==> config.mk <==
export PLATFORM = sky130hd
export DESIGN_NAME = qrs_sqrt_cell
export DESIGN_NICKNAME = d
export VERILOG_FILES = /design/src/design/qrs_pkg.sv /design/src/design/qrs_sqrt_cell.sv
export SDC_FILE = /design/constraint.sdc
export NUM_CORES = 1
export LEC_CHECK = 0
export BUFFER_PORTS_ARGS = -buffer_cell sky130_fd_sc_hd__buf_2
export CORE_MARGIN = 4
export CORE_UTILIZATION = 28
export DETAILED_ROUTE_END_ITERATION = 10
export PLACE_DENSITY_LB_ADDON = 0.2
export SYNTH_ARGS = -nofsm -noshare
export SYNTH_HDL_FRONTEND = slang
export SYNTH_SLANG_ARGS = --single-unit
==> constraint.sdc <==
create_clock -name clk -period 5.66 [get_ports clk]
set_input_delay 0.849 -clock clk [delete_from_list [all_inputs] [get_ports clk]]
set_output_delay 0.849 -clock clk [all_outputs]
set_load 0.01 [all_outputs]
==> src/design/qrs_pkg.sv <==
// ----------------------------------------------------------------------------
// qrs_pkg
// Shared widths, types and helpers for the quadratic root solver pipeline.
// ----------------------------------------------------------------------------
package qrs_pkg;

	localparam int WORD_BITS  = 32;
	localparam int FRAC_BITS  = 16;
	localparam int TOL_W      = 16;

	localparam int PROD_W     = 2 * WORD_BITS;
	localparam int D_W        = 2 * WORD_BITS + 3;
	localparam int RAD_W      = 2 * WORD_BITS + 2;
	localparam int ROOT_W     = WORD_BITS + 1;
	localparam int SQ_STEPS   = ROOT_W;
	localparam int SQ_REM_W   = ROOT_W + 2;
	localparam int NUM_W      = WORD_BITS + 3;
	localparam int DEN_W      = WORD_BITS + 2;
	localparam int DIVIDEND_W = NUM_W + FRAC_BITS;
	localparam int DIV_STEPS  = DIVIDEND_W;

	localparam logic [DIVIDEND_W-1:0] Q_MAX_POS = DIVIDEND_W'((64'd1 << (WORD_BITS - 1)) - 64'd1);
	localparam logic [DIVIDEND_W-1:0] Q_MAX_NEG = DIVIDEND_W'(64'd1 << (WORD_BITS - 1));

	typedef enum logic [1:0] {
		CNT_NONE = 2'd0,
		CNT_ONE  = 2'd1,
		CNT_TWO  = 2'd2,
		CNT_INF  = 2'd3
	} count_t;

	typedef struct packed {
		count_t                   count;
		logic                     use1;
		logic                     use2;
		logic                     use_sqrt;
		logic signed [NUM_W-1:0]  base;
		logic signed [DEN_W:0]    den;
	} ctx_pre_t;

	typedef struct packed {
		count_t count;
		logic   use1;
		logic   use2;
		logic   neg1;
		logic   neg2;
	} ctx_div_t;

	function automatic logic [WORD_BITS-1:0] mag_word(input logic signed [WORD_BITS-1:0] v);
		mag_word = v[WORD_BITS-1] ? WORD_BITS'(-v) : WORD_BITS'(v);
	endfunction

endpackage

==> src/design/qrs_sqrt_cell.sv <==
// ----------------------------------------------------------------------------
// qrs_sqrt_cell
// One registered step of the digit-by-digit integer square root.
// ----------------------------------------------------------------------------
module qrs_sqrt_cell (
	input  logic                              clk,
	input  logic                              en,
	input  logic [qrs_pkg::RAD_W-1:0]         rad_in,
	input  logic [qrs_pkg::SQ_REM_W-1:0]      rem_in,
	input  logic [qrs_pkg::ROOT_W-1:0]        root_in,
	output logic [qrs_pkg::RAD_W-1:0]         rad_out,
	output logic [qrs_pkg::SQ_REM_W-1:0]      rem_out,
	output logic [qrs_pkg::ROOT_W-1:0]        root_out
);

	logic [qrs_pkg::SQ_REM_W+1:0] rem_sh;
	logic [qrs_pkg::SQ_REM_W+1:0] trial;
	logic [qrs_pkg::SQ_REM_W+1:0] rem_sub;
	logic                         ge;

	always_comb begin
		rem_sh  = {rem_in, rad_in[qrs_pkg::RAD_W-1 -: 2]};
		trial   = (qrs_pkg::SQ_REM_W+2)'({root_in, 2'b01});
		ge      = (rem_sh >= trial);
		rem_sub = rem_sh - trial;
	end

	always_ff @(posedge clk) begin
		if (en) begin
			rad_out  <= rad_in << 2;
			rem_out  <= ge ? rem_sub[qrs_pkg::SQ_REM_W-1:0] : rem_sh[qrs_pkg::SQ_REM_W-1:0];
			root_out <= {root_in[qrs_pkg::ROOT_W-2:0], ge};
		end
	end

endmodule

==> metrics.md <==
| Metric | Value |
|---|---|
| Power share of the clock group | `37.2%` |
| DP HPWL | `14400 um` |
| Area growth syn-to-layout | `33.3%` |
| Compound-Gate Fraction of Synth Area | `11.3%` |
| Total leakage power | `4.00 nW` |
| Async S/R FF share, synth | `0%` |
| Hold_buf cts | `0` |
| CTS root buffer | `clkbuf_16` |
| Post-Syn Area | `6630 um2` |
| Largest net degree at the start of global routing | `88` |
| Yosys cell types | `57` |
| PortBufs | `267` |
| Core Util, Final | `37.7%` |
| Fin crit share | `68.6%` |
| Synth Area in Adders | `6.61%` |
| Initial core utilization | `28.3%` |
| Post-Synth Simple-Gate Area | `6.40%` |
| Post-CTS Resized | `0` |
| Drt drc | `0` |
| Worst path slowest cell | `o211a_2` |
| Pins Over Slew Limit | `0` |
| Routed wire length | `18600 um` |
| CP startpoint | `root_in[0]` |
| Die area | `26200 um2` |
| Most common cell after layout, fill and taps aside | `buf_2` |
| Die width | `162 um` |
| Clock Sinks | `132` |
| Max_slew headroom | `45.1%` |
| CP endpoint kind | `flip-flop` |
| Dominant synthesized flop cell | `edfxtp_1` |
| TritonCTS clock tree | `done` |
| Cell Chain, Critical Path | `buf_2, inv_1, ha_1, o21a_1, o211ai_2, a311oi_1, nor4_2, a2111oi_2, o21a_2, o211a_2, buf_12, mux2_2` |
| Sw Ratio | `28.7%` |
| Final Hold Fails | `0` |
| Die height | `162 um` |
| Average routed wire per standard cell | `17.0 um` |
| Synth Register Bits | `132` |
| Number of global-route vias before repair | `4858` |
| Hold_sp | `rad_in[12]` |
| P_int | `2.06 mW` |
| Worst slew pin tran | `0.824 ns` |
| Kind of critical path | `input pin to flip-flop` |
| Final #Nets | `930` |
| Clk slew on worst S/H paths | `0.07 ns` |
| Post-DP Area | `8270 um2` |
| Row cnt | `56` |
| Final min period | `3.88 ns` |
| Net Sw Power | `826 uW` |
| Via count | `4834` |
| Power density cells | `326 nW/um2` |
| Peak supply drop | `166 uV` |
| Power share of the combinational group | `20.4%` |
| Worst EP arrival | `4.04 ns` |
| Top cell type's share of synthesized area | `59.8%` |
| CP Launch Type | `input pin` |
| Share of layout cells above drive strength 1 | `44.4%` |
| Setup TNS | `0 ns` |
| DRT Pass-1 Iters | `4` |
| Register area share after synthesis | `59.8%` |
| Count of final setup violators | `0` |
| Setup crit end | `rem_out[4]$_DFFE_PP_` |
| Tot GR Track Use | `13.8%` |
| Main combinational cell family by area after synthesis | `compound AO/OA/AOI/OAI gates` |
| Max-cap violations | `0` |
| Reg power frac | `42.4%` |
| Syn avg cell area | `13.6 um2` |
| Crit path largest cell delay | `0.59 ns` |
| Post-DRT Antenna Nets | `0` |
| Syn Inst Count | `488` |
| Hold WC Path Type | `input pin to flip-flop` |
| Commonest non-fill, non-tap cells in the layout | `buf_2, edfxtp_1, inv_1` |
| Status | `finished, final reports clean` |
| Post-synth EDFFs | `132` |
| Synth top area cells | `edfxtp_1, ha_1, mux2_4, a21o_1, xnor2_1` |
| Final Wtd Congestion | `0.748` |
| CP max FO | `21` |
| Htree depth | `4` |
| Number of setup buffers added after CTS | `0` |
| Xor/xnor share of the synthesized area | `4.36%` |
| WP data required | `5.82 ns` |
| Post-synthesis mux area share | `7.14%` |
| TritonCTS buffer count | `17` |
| Via density | `4.43` |
| Global-route wire length before repair | `28000 um` |
| F_max | `258 MHz` |
| Top Ports | `270` |
| CORE AREA | `23400 um2` |
| Longest Clk Path Bufs | `2` |
| Yosys top cell by area | `edfxtp_1` |
| RSZ-0062 raised after global routing | `false` |
| Detailed Route Iter0 Violations | `234` |
| Diode count | `0` |
| Initial antenna violation count | `0` |
| Final instance area | `8830 um2` |
| Synth warn | `0` |
| GRT overflow | `0` |
sequential cells by signal, summed over array words and instances (netlist names):
name      flops
rad_out      64
rem_out      35
root_out     33
worst max-delay path: cells and delay by family:
family / cells / cell delay [ns]
compound gates: 6 / 1.92
fa+ha+maj: 1 / 0.33
buf+inv: 3 / 0.41
mux: 1 / 0.36
simple gates: 1 / 0.15
Yosys cell counts, drive strengths merged, types with 2 or more instances:
cell	instances
a2111oi	2
a211oi	2
a21o	26
a21oi	30
a311oi	2
a31o	4
a31oi	2
and3	4
buf	8
clkbuf	10
edfxtp	132
ha	35
inv	41
mux2	31
mux2i	3
nand2	25
nand2b	2
nand3	9
nand4	8
nor2	22
nor2b	4
nor3	2
nor4	3
o211ai	3
o21a	4
o21ai	13
o21bai	3
o221ai	4
o31a	2
or2	2
or3	2
or4	2
xnor2	19
xor2	14
per-layer routing:
metal / GRT usage (%) / part of all wire, % / vias to the layer above
met5: 0 / 0 / -
met4: 3.81 / 1.0 / 0
met3: 4.24 / 7.5 / 14
met2: 22.7 / 48 / 185
met1: 17.7 / 44 / 2271
li1: - / - / 2364
power by group through the flow:
| stage | clock (mW) | combinational (mW) | sequential (mW) |
|---|---|---|---|
| 4_1_cts | 1.12 | 0.601 | 1.22 |
| 3_3_place_gp | 0 | 0.594 | 1.25 |
| 3_5_place_dp | 0 | 0.598 | 1.24 |
| 5_1_grt | 1.16 | 0.648 | 1.23 |
| 2_1_floorplan | 0 | 0.302 | 1.31 |
| 6_report | 1.07 | 0.589 | 1.22 |
worst min path at each step:
stage,end,cells past startpoint
detailed placement,rad_out[14]$_DFFE_PP_,1
CTS,rad_out[14]$_DFFE_PP_,1
finish,rad_out[14]$_DFFE_PP_,1
floorplan,rad_out[10]$_DFFE_PP_,0
global placement,rad_out[29]$_DFFE_PP_,1
global route,rad_out[62]$_DFFE_PP_,1
stage by stage:
stage	setup WS, ns	power, mW	hold WS, ns	instances
CTS	1.81	2.94	0.579	1091
global placement	1.43	1.84	1.03	1059
global route	1.58	3.04	0.572	1091
floorplan	2.23	1.61	0.948	489
detailed placement	1.38	1.84	1.03	1059
finish	1.78	2.88	0.595	1091
kinds of logic (layout without fill, tap and decap cells):
logic type | Yosys count | count (layout)
DFF | 132 | 132
AOI/OAI and AO/OA | 107 | 107
and+or+nand+nor | 87 | 87
buffers and inverters | 59 | 342
adders and majority gates | 35 | 35
muxes | 34 | 34
xor gates and xnor gates | 33 | 33
other | 1 | 2
final cells by class:
class                      instances  area, um2
clock inverter                    15        139
inverter                          41        154
tap                              319        399
fill                            2365      14600
multi-input combinational        298       2380
clock buffer                      17        425
sequential                       132       3960
timing repair buffer             269       1370
No activity file was read; power rests on OpenSTA's default activity.
