===== config.mk =====
export PLATFORM = sky130hd
export DESIGN_NAME = qrs_div_cell
export DESIGN_NICKNAME = d
export VERILOG_FILES = /design/src/design/qrs_pkg.sv /design/src/design/qrs_div_cell.sv
export SDC_FILE = /design/constraint.sdc
export NUM_CORES = 1
export LEC_CHECK = 0
export ABC_CLOCK_PERIOD_IN_PS = 3000
export BUFFER_PORTS_ARGS = -buffer_cell sky130_fd_sc_hd__buf_2
export CAP_MARGIN = 20
export CORE_AREA = 2 2 133 135
export CTS_BUF_LIST = sky130_fd_sc_hd__clkbuf_16
export CTS_CLUSTER_SIZE = 14
export DETAILED_ROUTE_END_ITERATION = 8
export DIE_AREA = 0 0 135 137
export PLACE_DENSITY = 0.76
export SKIP_LAST_GASP = 1
export SLEW_MARGIN = 0
export SYNTH_ARGS = -nofsm -noshare
export SYNTH_HDL_FRONTEND = slang
export SYNTH_SLANG_ARGS = --single-unit

===== constraint.sdc =====
create_clock -name clk -period 3 [get_ports clk]
set_input_delay 0.15 -clock clk [delete_from_list [all_inputs] [get_ports clk]]
set_output_delay 0.15 -clock clk [all_outputs]
set_load 0.02 [all_outputs]

===== src/design/qrs_pkg.sv =====
// ----------------------------------------------------------------------------
// qrs_pkg
// Shared widths, types and helpers for the quadratic root solver pipeline.
// ----------------------------------------------------------------------------
package qrs_pkg;

	localparam int WORD_BITS  = 32;
	localparam int FRAC_BITS  = 16;
	localparam int TOL_W      = 16;

	localparam int PROD_W     = 2 * WORD_BITS;
	localparam int D_W        = 2 * WORD_BITS + 3;
	localparam int RAD_W      = 2 * WORD_BITS + 2;
	localparam int ROOT_W     = WORD_BITS + 1;
	localparam int SQ_STEPS   = ROOT_W;
	localparam int SQ_REM_W   = ROOT_W + 2;
	localparam int NUM_W      = WORD_BITS + 3;
	localparam int DEN_W      = WORD_BITS + 2;
	localparam int DIVIDEND_W = NUM_W + FRAC_BITS;
	localparam int DIV_STEPS  = DIVIDEND_W;

	localparam logic [DIVIDEND_W-1:0] Q_MAX_POS = DIVIDEND_W'((64'd1 << (WORD_BITS - 1)) - 64'd1);
	localparam logic [DIVIDEND_W-1:0] Q_MAX_NEG = DIVIDEND_W'(64'd1 << (WORD_BITS - 1));

	typedef enum logic [1:0] {
		CNT_NONE = 2'd0,
		CNT_ONE  = 2'd1,
		CNT_TWO  = 2'd2,
		CNT_INF  = 2'd3
	} count_t;

	typedef struct packed {
		count_t                   count;
		logic                     use1;
		logic                     use2;
		logic                     use_sqrt;
		logic signed [NUM_W-1:0]  base;
		logic signed [DEN_W:0]    den;
	} ctx_pre_t;

	typedef struct packed {
		count_t count;
		logic   use1;
		logic   use2;
		logic   neg1;
		logic   neg2;
	} ctx_div_t;

	function automatic logic [WORD_BITS-1:0] mag_word(input logic signed [WORD_BITS-1:0] v);
		mag_word = v[WORD_BITS-1] ? WORD_BITS'(-v) : WORD_BITS'(v);
	endfunction

endpackage


===== src/design/qrs_div_cell.sv =====
// ----------------------------------------------------------------------------
// qrs_div_cell
// One registered restoring-division step, one quotient bit per cell.
// ----------------------------------------------------------------------------
module qrs_div_cell (
	input  logic                              clk,
	input  logic                              en,
	input  logic [qrs_pkg::DEN_W-1:0]         den_in,
	input  logic [qrs_pkg::DIVIDEND_W-1:0]    dvd_in,
	input  logic [qrs_pkg::DEN_W-1:0]         rem_in,
	input  logic [qrs_pkg::DIVIDEND_W-1:0]    quo_in,
	output logic [qrs_pkg::DEN_W-1:0]         den_out,
	output logic [qrs_pkg::DIVIDEND_W-1:0]    dvd_out,
	output logic [qrs_pkg::DEN_W-1:0]         rem_out,
	output logic [qrs_pkg::DIVIDEND_W-1:0]    quo_out
);

	logic [qrs_pkg::DEN_W:0] rem_sh;
	logic [qrs_pkg::DEN_W:0] rem_sub;
	logic                    ge;

	always_comb begin
		rem_sh  = {rem_in, dvd_in[qrs_pkg::DIVIDEND_W-1]};
		ge      = (rem_sh >= {1'b0, den_in});
		rem_sub = rem_sh - {1'b0, den_in};
	end

	always_ff @(posedge clk) begin
		if (en) begin
			den_out <= den_in;
			dvd_out <= dvd_in << 1;
			rem_out <= ge ? rem_sub[qrs_pkg::DEN_W-1:0] : rem_sh[qrs_pkg::DEN_W-1:0];
			quo_out <= {quo_in[qrs_pkg::DIVIDEND_W-2:0], ge};
		end
	end

endmodule


==> metrics.md <==
| Metric | Value |
|---|---|
| Max Root-Sink Buffers | 2 |
| Area after DPL | 9460 sq um |
| Pwr dens | roughly 560 nW/um^2 |
| Initial antenna violation count | 3 |
| RSZ-0062 raised after global routing | yes |
| Setup CP Type | primary input to register |
| Synth-to-layout area growth | 53.7% |
| Vias in the first global route | between 6000 and 7000 |
| Via-to-Cell Ratio | slightly below 5 |
| Int Pwr | roughly 0.0046 W |
| Ys flop type | edfxtp_1 |
| Commonest cells in the synthesized netlist | edfxtp_1 (169), nand2_1 (52), o21ai_0 (44) |
| Top-area cell type share of the netlist area | 68.0% |
| Chip height | 137 um |
| Initial Utilization | a little over two fifths |
| Crit. End Element | register |
| Routed Antenna Nets | 0 |
| Final wirelength | around 23000 um |
| Global-route wire length before repair | about 33000 um |
| Hold depth | 3 |
| Met3 WL | ~1900 um |
| CP arrival | around 3000 ps |
| Gp weighted congestion | approximately 0.86 |
| Highest Signal Layer | met4 |
| Synth warnings | 0 |
| Met2 Routed Length | roughly 12000 um |
| FP Rows | between 40 and 50 |
| Synth area leaders | edfxtp_1 (68%), ha_1 (5.7%), o21ai_0 (3.0%), nand2_1 (2.6%), a21oi_1 (2.1%) |
| Maximum vdd drop | around 0.38 mV |
| All-Layer GR Usage | between 20% and 30% |
| Clock Sinks | 169 |
| IO Count | ~340 |
| Sw power | roughly 0.0019 W |
| Mapped Cells | 550 |
| Post-synth EDFFs | 169 |
| Slew Limit Headroom | ~54% |
| Post-Synth Simple-Gate Area | 7.15% |
| I/O Buffers | between 300 and 400 |
| Sequential area share after synthesis | 68.0% |
| CTS Root Cell | clkbuf_16 |
| Setup violations, final | 0 |
| Asr flop ratio synth | 0% |
| Mux cell area share after synthesis | less than 1% |
| Layout cells sized above 1 | 38.6% |
| Netlist cell types | 57 |
| Largest family of logic cells by synthesized area | compound AO/OA/AOI/OAI gates |
| Wirelength per Cell | between 15 and 20 um |
| Max FO, Critical Path | 13 |
| Share of power burned in registers | between 40% and 50% |
| Largest net degree at the start of global routing | 72 |
| Required time worst endpoint | around 3200 ps |
| Clock group share of total power | ~33% |
| XOR/XNOR Fraction of Synth Area | 3.41% |
| H-Tree Depth | 4 |
| Die ar. | 18500 sq um |
| Adder-Cell Fraction of Synth Area | 5.97% |
| Min-delay worst type | primary input to register |
| Switching portion of total power | 29.5% |
| Synth Register Bits | between 150 and 200 |
| Post-Syn Area per Cell | around 14 sq um |
| Via count | about 6300 |
| Tot Pwr | 0.00646 W |
| Clk slew on worst S/H paths | approximately 70 ps |
| Combinational fraction of design power | around 22% |
| Cell area after synthesis | roughly 7500 sq um |
| Dpl hpwl | roughly 15000 um |
| Worst setup SP type | primary input |
| Gr ovfl total | 0 |
| Mapped Nets | about 760 |
| TritonRoute pass-1 iters | 7 |
| Fillers | 1245 |
| Top-count cell post-synth | edfxtp_1 |
| Final std cell area, no fill | ~11000 sq um |
| Status | finished clean |
| TritonCTS clock tree | done |
| Static Leakage | between 4 and 5 nW |
| Final hold vios | 0 |
| Fin crit share | slightly below 100% |
| Layout net count | 1245 |
| Max-slew violations | 0 |
| Hold Slack | 26.1 ps |
| Post-synthesis compound-gate area fraction | a little over a tenth |
| Dominant cell type by area after synthesis | edfxtp_1 |
| Maximum clock rate | approximately 0.34 GHz |
| # DRC | 0 |
| Worst slew pin tran | between 600 and 700 ps |
| Core area | approximately 17000 sq um |
| CTS buffer count | 17 |
| DRT iter0 DRCs | approximately 260 |
| DIE WIDTH | 135 um |
| Final Critical Period | between 2000 and 3000 ps |
| Max_cap viols | 0 |
| Met1 wire length | approximately 8400 um |
==> critical path, stage by stage <==
cell and delay (ps):
dlygate4sd3_1 520, buf_2 100, inv_1 40, ha_1 290, a21o_1 170, or3_1 340, o211ai_2 240, o21ai_1 120
a32o_2 330, a21boi_4 240, buf_12 170, mux2_2 330
==> flip-flops by register name, summed over array words and instances, names as in the netlist <==
register / flops
quo_out: 51
dvd_out: 50
rem_out: 34
den_out: 34
==> cell usage in the layout, fill, tap and decap left out, drive strengths merged, types with 7 or more instances in the layout <==
cell type    count
nand2           52
nand4            9
xor2            13
a21oi           34
buf            356
clkbuf          18
ha              34
dlygate4sd3    134
inv             49
edfxtp         169
nor2            22
clkinv           7
o21ai           48
a21o            11
nand3            7
xnor2           16
==> area by class of cell <==
cell class	instances	area, sq um	share of cell area (%)
Sequential cell	169	5070	44.3
Timing Repair Buffer	491	3220	28.1
Antenna cell	4	10.0	0.0873
Clock inverter	15	153	1.33
Multi-Input combinational cell	317	2140	18.7
Inverter	42	158	1.38
Tap cell	225	282	2.46
Clock buffer	17	425	3.71
==> through the flow <==
stage,worst slack [ps],TNS (ps),cells,util [%]
2_1_floorplan,378,0,550,-
3_3_place_gp,149,0,1106,55.4
3_5_place_dp,74.6,0,1106,55.4
4_1_cts,46.7,0,1272,66.7
5_1_grt,-8.37,-11.1,1276,67.2
6_report,101,0,1280,67.2
==> cell families after synthesis <==
logic type	after synthesis
and+or+nand+nor	117
adders and majority gates	35
xor gates and xnor gates	29
other	1
AOI/OAI and AO/OA	131
DFF	169
muxes	4
buffers and inverters	64
==> timing repair <==
action	in CTS	in global routing
setup buffers	0	3
hold buffers	134	0
hold endpoints to repair	134	0
gates resized for setup	0	8
endpoints found under the setup margin	0	12
==> power by group through the flow <==
| stage | logic (W) | registers (W) | clock network, W |
|---|---|---|---|
| 2_1_floorplan | 0.000421 | 0.00327 | 0 |
| 3_3_place_gp | 0.00121 | 0.00296 | 0 |
| 3_5_place_dp | 0.00123 | 0.00297 | 0 |
| 4_1_cts | 0.00137 | 0.00292 | 0.00217 |
| 5_1_grt | 0.00151 | 0.00294 | 0.00229 |
| 6_report | 0.00140 | 0.00293 | 0.00213 |
==> path summary, 6_finish.rpt <==
| kind | start | endpoint | slack [ps] |
|---|---|---|---|
| max | den_in[4] | rem_out[1]$_DFFE_PP_ | 100 |
| min | rem_in[19] | rem_out[20]$_DFFE_PP_ | 30 |
==> routing by layer <==
layer / track usage, % / vias up
met3: 7.26 / 44
met4: 8.80 / 0
met1: 25.3 / 2980
met2: 43.5 / 276
li1: - / 3031
met5: 0 / -
Note: power is estimated with default switching activity, not from simulation.
